### src/hdl/peak_clip_cross_filter_defines.svh
// ----------------------------------------------------------------------------
// Peak clip cross filter assertion macros
// Shared concurrent assertion forms for the filter RTL.
// ----------------------------------------------------------------------------
`ifndef PEAK_CLIP_CROSS_FILTER_DEFINES_SVH
`define PEAK_CLIP_CROSS_FILTER_DEFINES_SVH

// Same-cycle implication, checked outside reset.
`define PCF_ASSERT_NOW(label, clk, rst_n, ante, cons) \
    label: assert property (@(posedge clk) disable iff (!rst_n) (ante) |-> (cons)) \
        else $error("pcf same-cycle check failed");

// Next-cycle implication, checked outside reset.
`define PCF_ASSERT_NEXT(label, clk, rst_n, ante, cons) \
    label: assert property (@(posedge clk) disable iff (!rst_n) (ante) |=> (cons)) \
        else $error("pcf next-cycle check failed");

`endif

### src/hdl/pcf_pkg.sv
// ----------------------------------------------------------------------------
// Peak clip cross filter package
// Op codes, field widths and control types shared by the filter modules.
// ----------------------------------------------------------------------------
package pcf_pkg;

    localparam int OP_W = 2;
    localparam int RL_W = 11;

    typedef enum logic [OP_W-1:0] {
        OP_PIXEL = 2'd0,
        OP_DRAIN = 2'd1,
        OP_FRAME = 2'd2
    } op_t;

    // Control handed from the window logic to the output stage
    typedef struct packed {
        logic emit;
        logic row_end;
    } res_ctrl_t;

endpackage

### src/hdl/pcf_out_stage.sv
// ----------------------------------------------------------------------------
// Peak clip output stage
// Form the clipped value and hold it in the output register until taken.
// ----------------------------------------------------------------------------
module pcf_out_stage #(
    parameter int PIXEL_BITS = 16,
    parameter int DATA_W     = 16
) (
    input  logic                    clk,
    input  logic                    rst_n,
    input  logic                    load,
    input  pcf_pkg::res_ctrl_t      ctrl,
    input  logic [PIXEL_BITS-1:0]   mid,
    input  logic [PIXEL_BITS-1:0]   up,
    input  logic [PIXEL_BITS-1:0]   down,
    input  logic [PIXEL_BITS-1:0]   left,
    input  logic [PIXEL_BITS-1:0]   right,
    output logic                    space,
    output logic                    m_tvalid,
    input  logic                    m_tready,
    output logic [DATA_W-1:0]       m_tdata,   // [PIXEL_BITS-1:0] filtered_value
    output logic                    m_tlast    // row_end
);

    logic                  valid_reg;
    logic                  valid_next;
    logic [PIXEL_BITS-1:0] value_reg;
    logic                  last_reg;
    logic [PIXEL_BITS-1:0] hi_a;
    logic [PIXEL_BITS-1:0] hi_b;
    logic [PIXEL_BITS-1:0] hi;
    logic [PIXEL_BITS-1:0] clipped;

    // Largest neighbour, then clip the center to it
    always_comb
    begin
        hi_a    = (up > down) ? up : down;
        hi_b    = (left > right) ? left : right;
        hi      = (hi_a > hi_b) ? hi_a : hi_b;
        clipped = (mid < hi) ? mid : hi;
    end

    assign space = !valid_reg || m_tready;

    always_comb
    begin
        valid_next = valid_reg;
        if (load && ctrl.emit)
        begin
            valid_next = 1'b1;
        end
        else if (m_tready)
        begin
            valid_next = 1'b0;
        end
    end

    always_ff @(posedge clk or negedge rst_n)
    begin
        if (!rst_n)
        begin
            valid_reg <= 1'b0;
        end
        else
        begin
            valid_reg <= valid_next;
        end
    end

    always_ff @(posedge clk)
    begin
        if (load && ctrl.emit)
        begin
            value_reg <= clipped;
            last_reg  <= ctrl.row_end;
        end
    end

    assign m_tvalid = valid_reg;
    assign m_tdata  = DATA_W'(value_reg);
    assign m_tlast  = last_reg;

endmodule

### config.mk
export PLATFORM = sky130hd
export DESIGN_NAME = pcf_out_stage
export DESIGN_NICKNAME = d
export VERILOG_FILES = /design/src/hdl/peak_clip_cross_filter_defines.svh /design/src/hdl/pcf_pkg.sv /design/src/hdl/pcf_out_stage.sv
export SDC_FILE = /design/constraint.sdc
export NUM_CORES = 1
export LEC_CHECK = 0
export BUFFER_PORTS_ARGS = -buffer_cell sky130_fd_sc_hd__clkbuf_2
export CAP_MARGIN = 20
export CORE_UTILIZATION = 35
export CTS_BUF_LIST = sky130_fd_sc_hd__clkbuf_16
export DETAILED_ROUTE_END_ITERATION = 10
export PLACE_DENSITY = 0.6
export SLEW_MARGIN = 20
export SYNTH_ARGS = -nofsm -noshare
export SYNTH_HDL_FRONTEND = slang
export SYNTH_SLANG_ARGS = --single-unit
### constraint.sdc
create_clock -name clk -period 0.9 [get_ports clk]
set_clock_uncertainty 0.15 [all_clocks]
set_input_delay 0.045 -clock clk [delete_from_list [all_inputs] [get_ports clk]]
set_output_delay 0.045 -clock clk [all_outputs]
set_load 0.03 [all_outputs]
==> impl_metrics.py, run 1 <==
metrics = {
    "status": {
        "status": "finished with violations",
        "violations": "hold timing, setup timing",
    },
    "pwr": {
        "power_density_nw_per_um2": 1230,
        "netSwitchingFraction": 0.366,
        "max-vdd-ir-drop_uv": 1080,
        "p_comb_frac": 0.720,
        "leakagePower_uw": 0.00303,
        "p_clk_frac": 0.122,
        "power_switching_uw": 2650,
        "seq_power_share": 0.158,
        "internal_power_uw": 4590,
    },
    "floorplan": {
        "ios": 105,
        "core-area_um2": 8340,
        "floorplan.initialDensity": 0.366,
        "die_area_um2": 9110,
        "die_w_um": 95.5,
        "rows": 33,
        "die_h_um": 95.5,
    },
    "worst_hold_path": {
        "hold_path_class": "in -> async",
    },
    "finish": {
        "layout-drive-gt1-share": 0.612,
        "regArea_um2": 537,
        "syn_to_final_growth_pct": 92.0,
        "n_fill_cell": 620,
        "diodes": 0,
        "multi_input_area_um2": 2830,
        "fin_nets": 743,
    },
    "critical_path": {
        "regToRegStartpoint": "m_tvalid$_DFFE_PN0P_",
        "regToRegEndpoint": "m_tvalid$_DFFE_PN0P_",
        "r2r_setup_slack_ps": -10,
        "crit_path_start_kind": "primary input",
        "cp-end-kind": "flop",
        "critPathMaxFanout": 8,
        "critical_path_class": "in -> reg",
        "crit_required_ps": 840,
        "cp.arrival_ps": 5470,
        "rr_worst_depth": 3,
    },
    "synthesis": {
        "async_flop_share": 0.0556,
        "synth_cells": 332,
        "synth_flop_cell": "edfxtp_1",
        "synth_cell_types": 46,
        "ys_seq_area_frac": 0.175,
        "yosysTopAreaCell": "ha_1",
        "avgSynthCellArea_um2": 9.21,
        "synth_seq_cells": 18,
        "synth_area_leaders": "ha_1, edfxtp_1, mux2i_1",
        "synth_area_um2": 3060,
        "yosysMostFrequentCell": "inv_1",
        "syn-num-nets": 481,
        "netlist_top_cells_count": "inv_1, ha_1, mux2i_1, a21oi_1, edfxtp_1",
        "synth_edf_count": 17,
        "synth.top_cell.area_share": 0.258,
        "yosys_warnings": 0,
    },
    "sta": {
        "rsz0062_at_grt": "true",
        "hold_slack_ps": -49.2,
        "slew_viol_final": 0,
        "tightest_slew_ps": 545,
        "fmax_mhz": 181,
        "fin_setup_tns_ps": -75270,
        "hold_viol": 1,
        "setup_slack_ps": -4630,
        "layout_min_cycle_time_ps": 5530,
        "finalCritPeriodShare": 6.14,
        "maxSlewHeadroom": 0.632,
        "setup_viol": 36,
    },
    "clocking": {
        "cts_made_buffers": 3,
        "cts_tree": "built",
        "cts_hold_buf": 3,
        "h-tree-depth": 1,
        "clockBufferDepth": 2,
        "clk_latency_ps": 250,
        "clockRootBuffer": "clkbuf_16",
        "clock_sinks": 18,
        "cts.clk_slew.worst_paths_ps": 50,
    },
    "grt": {
        "grt_pass1_wl_um": 15400,
        "grt_antenna_before_repair": 0,
        "grt-ovfl-total": 0,
        "grt.total_usage": 0.215,
        "grt_max_degree": 19,
        "grt_pass1_vias": 3550,
    },
    "detailed_routing": {
        "avgRoutedWirePerCell_um": 15.0,
        "viasPerCell": 4.97,
        "antenna_left": 0,
        "drt_iter0_drc": 99,
        "dr.pass1.iters": 6,
        "wirelength_um": 10500,
        "vias": 3466,
        "drc": 0,
    },
    "flow_run": {
        "max_cap_violations": 0,
    },
    "place": {
        "gp_congestion": 0.831,
        "port_buffers": 104,
        "hpwlAfterDp_um": 7790,
        "dpl_worst_slack_ps": -4980,
    },
}
-- placed cells by master (no fill, tap or decap), drive strengths merged, types with 2 or more instances in the layout --
cell / n
a2111o: 2
a21boi: 3
a21o: 5
a21oi: 20
a2bb2oi: 2
and4: 2
buf: 164
clkbuf: 98
dlygate4sd3: 2
edfxtp: 17
ha: 63
inv: 67
mux2: 15
mux2i: 46
nand2: 15
nand2b: 2
nand3: 6
nand4: 11
nor2: 12
nor2b: 3
nor3: 4
nor4: 5
o211ai: 3
o21ai: 6
o311a: 3
o31ai: 4
-- layer usage --
| layer | wire (um) | global-route usage |
|---|---|---|
| met1 | 4150 | 0.236 |
| met3 | 350 | 0.0144 |
| met5 | 0 | 0 |
| met2 | 5750 | 0.434 |
| met4 | 236 | 0.0572 |
-- power groups by stage --
stage	Combinational (uW)	Clock, uW	Sequential (uW)
after floorplan	2190	0	1360
after global placement	3900	0	1140
after detailed placement	4000	0	1140
after CTS	4990	905	1140
after global routing	5590	937	1160
final	5220	882	1150
-- worst max path at each step --
| stage | to | cells past startpoint | from |
|---|---|---|---|
| 2_1_floorplan | m_tdata[10]$_DFFE_PP_ | 26 | down[14] |
| 3_3_place_gp | m_tdata[9]$_DFFE_PP_ | 25 | right[15] |
| 3_5_place_dp | m_tdata[1]$_DFFE_PP_ | 25 | down[14] |
| 4_1_cts | m_tdata[1]$_DFFE_PP_ | 28 | down[15] |
| 5_1_grt | m_tdata[10]$_DFFE_PP_ | 29 | right[13] |
| 6_report | m_tdata[11]$_DFFE_PP_ | 28 | right[13] |
-- cells by family after synthesis --
kind of cell,count (synthesis),share of synthesized area
compound gates,57,0.150
fa+ha+maj,63,0.258
buf+inv,71,0.0974
flops,18,0.175
mux,61,0.216
simple gates,62,0.104
-- repair_timing --
| item | CTS | global route |
|---|---|---|
| setup endpoints to repair | 35 | 37 |
| cloned | 2 | 0 |
| setup buffers | 15 | 13 |
| endpoints found under the hold margin | 2 | 1 |
| pin swaps | 27 | 27 |
| resized for setup | 107 | 48 |
-- worst max-delay path, cell delays in order --
cell	delay (ps)
clkbuf_2	90
inv_1	40
ha_1	280
nand4_1	230
nor2_1	80
a2111o_1	460
o31ai_4	320
buf_6	170
buf_8	130
mux2i_1	230
buf_4	150
ha_1	220
nand4_1	150
buf_4	150
nor2_4	40
buf_4	140
o311a_2	150
nor2_4	270
buf_6	160
buf_4	100
mux2_2	350
ha_1	310
nand4_1	140
o21ai_1	90
a221o_1	370
a31oi_4	200
buf_8	180
mux2i_2	220
-- cell type report --
cell class	count	area share
clock inverters	1	0.000640
multi-input cells	243	0.482
well taps	105	0.0224
repair buffers	261	0.345
inverters	67	0.0463
flip-flops and latches	18	0.0915
clock buffers	3	0.0128
-- metrics by stage --
stage / power [uW] / instances / utilization / instance area [um2] / hold slack (ps)
floorplan: 3540 / 332 / - / 3190 / -401
global placement: 5040 / 665 / 0.572 / 4770 / -330
detailed placement: 5140 / 665 / 0.572 / 4770 / -327
CTS: 7030 / 689 / 0.675 / 5630 / 6.16
global route: 7690 / 698 / 0.704 / 5870 / -9.28
finish: 7250 / 698 / 0.704 / 5870 / -49.2
-- registers in the layout, indices dropped and copies added, names as in the netlist --
register / flops
m_tdata: 16
m_tvalid: 1
m_tlast: 1
(Power assumes the default switching activity.)
==> inputs of run 2 (changes only) <==
--- a/config.mk
+++ b/config.mk
@@ -11,6 +11,7 @@
 export CTS_BUF_LIST = sky130_fd_sc_hd__clkbuf_16
 export DETAILED_ROUTE_END_ITERATION = 10
 export PLACE_DENSITY = 0.6
+export SETUP_SLACK_MARGIN = 0.15
 export SLEW_MARGIN = 20
 export SYNTH_ARGS = -nofsm -noshare
 export SYNTH_HDL_FRONTEND = slang
==> run 2 against run 1 <==
  * The run still ends with hold timing, setup timing left
  * Non-clock buffer count down 1
  * Sequential power about the same
  * Count of clock-buffer cells in the layout is the same
  * Routed wire length is 1.1% lower
  * Critical path depth fell by 2
  * First-iteration DRC count rose by 23%
  * Power grew 1.4%
  * Cell count decreased by 0.14%
  * Combinational power rose by 2%
  * Fmax down 0.75%
  * Setup slack worse by 42 ps
  * Critical path type unchanged
  * Largest cell class unchanged
==> impl_metrics.py, run 2 (synthesized netlist as in run 1, its figures left out) <==
metrics = {
    "floorplan": {
        "die_h_um": 95.5,
        "floorplan.initialDensity": 0.366,
        "die_w_um": 95.5,
        "core-area_um2": 8340,
        "ios": 105,
        "die_area_um2": 9110,
        "rows": 33,
    },
    "grt": {
        "grt_antenna_before_repair": 0,
        "grt_pass1_vias": 3519,
        "grt_pass1_wl_um": 15800,
        "grt-ovfl-total": 0,
        "grt.total_usage": 0.221,
        "grt_max_degree": 19,
    },
    "clocking": {
        "clockBufferDepth": 2,
        "clockRootBuffer": "clkbuf_16",
        "cts_made_buffers": 3,
        "clk_latency_ps": 250,
        "cts_tree": "built",
        "cts.clk_slew.worst_paths_ps": 50,
        "clock_sinks": 18,
        "h-tree-depth": 1,
        "cts_hold_buf": 1,
    },
    "pwr": {
        "netSwitchingFraction": 0.368,
        "p_comb_frac": 0.721,
        "max-vdd-ir-drop_uv": 610,
        "power_density_nw_per_um2": 1240,
        "leakagePower_uw": 0.00300,
        "seq_power_share": 0.156,
        "p_clk_frac": 0.123,
        "p_total_uw": 7350,
        "power_switching_uw": 2700,
        "internal_power_uw": 4650,
    },
    "detailed_routing": {
        "viasPerCell": 4.91,
        "dr.pass1.iters": 4,
        "drc": 0,
        "avgRoutedWirePerCell_um": 14.9,
        "wirelength_um": 10400,
        "antenna_left": 0,
        "drt_iter0_drc": 122,
        "vias": 3424,
    },
    "finish": {
        "fin_nets": 742,
        "layout-drive-gt1-share": 0.635,
        "diodes": 0,
        "final_cell_mix": "buf_4, clkbuf_2, inv_1",
        "layout_commonest_cell": "buf_4",
        "n_fill_cell": 621,
        "largest_reg_flops": 16,
        "syn_to_final_growth_pct": 93.9,
        "fin_util": 0.711,
        "fin_cells": 697,
    },
    "place": {
        "dp_cells": 665,
        "hpwlAfterDp_um": 7670,
        "gp_congestion": 0.825,
        "dpl_worst_slack_ps": -5000,
        "port_buffers": 104,
    },
    "critical_path": {
        "crit_required_ps": 850,
        "critPathMaxFanout": 7,
        "cp-end-kind": "flop",
        "crit_path_start_kind": "primary input",
        "critical_path_class": "in -> reg",
        "cp.arrival_ps": 5520,
    },
    "flow_run": {
        "max_cap_violations": 0,
    },
    "sta": {
        "tightest_slew_ps": 418,
        "layout_min_cycle_time_ps": 5570,
        "hold_viol": 2,
        "setup_viol": 36,
        "finalCritPeriodShare": 6.19,
        "fmax_mhz": 179,
        "maxSlewHeadroom": 0.718,
        "setup_slack_ps": -4670,
        "slew_viol_final": 0,
        "hold_slack_ps": -180,
        "rsz0062_at_grt": "true",
    },
    "status": {
        "status": "finished with violations",
        "violations": "hold timing, setup timing",
    },
    "worst_hold_path": {
        "hold_path_class": "in -> reg",
    },
}
run 2: changes by cell type in the layout (fill, tap and decap cells not counted), sizes merged:
cell	previous run	this run
dlygate4sd3	2	1
clkbuf	98	99
buf	164	163
run 2: final timing paths:
check	cells past startpoint	start	endpoint	slack [ps]
worst max-delay path	26	right[15]	m_tdata[11]$_DFFE_PP_	-4670
worst min-delay path	1	ctrl[0]	m_tlast$_DFFE_PP_	-180
worst max register to register	4	m_tvalid$_DFFE_PN0P_	m_tvalid$_DFFE_PN0P_	-100
worst min register to register	4	m_tvalid$_DFFE_PN0P_	m_tvalid$_DFFE_PN0P_	620
max in group asynchronous	2	rst_n	m_tvalid$_DFFE_PN0P_	520
min in group asynchronous	2	rst_n	m_tvalid$_DFFE_PN0P_	-20
run 2: what timing repair did:
action	CTS	global route
pin swaps	39	29
endpoints found under the setup margin	36	36
setup buffers	17	9
gates cloned	1	0
endpoints found under the hold margin	2	1
gates resized for setup	118	39
run 2: stage by stage:
step                      TNS, ps  hold WS (ps)  instance area (um2)
after floorplan            -73880          -401                 3190
after global placement     -77670          -330                 4770
after detailed placement   -79460          -328                 4770
after CTS                  -73690          -176                 5690
after global routing       -80310          -178                 5930
final                      -76090          -180                 5930
run 2: critical path, cell delays in order:
cell and delay (ps):
buf_2 110, inv_2 60, ha_4 190, nand4_1 220
nor2_1 70, a2111o_1 450, o31ai_4 340, buf_6 180
buf_6 110, mux2i_4 280, ha_4 250, a21oi_2 180
nand2_1 120, a221oi_2 350, nor2_2 90, nor2_4 230
mux2_4 360, ha_4 220, a21o_1 170, a21o_1 180
a211oi_2 210, o21ai_1 100, a221o_1 350, a31oi_4 240
clkbuf_16 200, mux2i_2 190
run 2: power by group through the flow:
| stage | Combinational [uW] | Sequential, uW | Clock (uW) |
|---|---|---|---|
| finish | 5300 | 1140 | 902 |
| global route | 5710 | 1160 | 948 |
| CTS | 4990 | 1140 | 897 |
| detailed placement | 4000 | 1140 | 0 |
| global placement | 3910 | 1140 | 0 |
| floorplan | 2190 | 1360 | 0 |
run 2: area by class of cell:
type	instances	area, um2	area share
multi-input combinational	243	2910	0.491
timing repair buffer	260	2000	0.337
sequential	18	537	0.0906
inverter	67	269	0.0454
tap	105	131	0.0222
clock buffer	3	75.1	0.0127
clock inverter	1	3.75	0.000633
run 2: routing by layer:
layer / track usage / up-vias / share of wire
met5: 0 / - / 0
met4: 0.0423 / 0 / 0.024
met3: 0.00957 / 17 / 0.038
met2: 0.447 / 95 / 0.54
met1: 0.253 / 1581 / 0.39
li1: - / 1731 / -
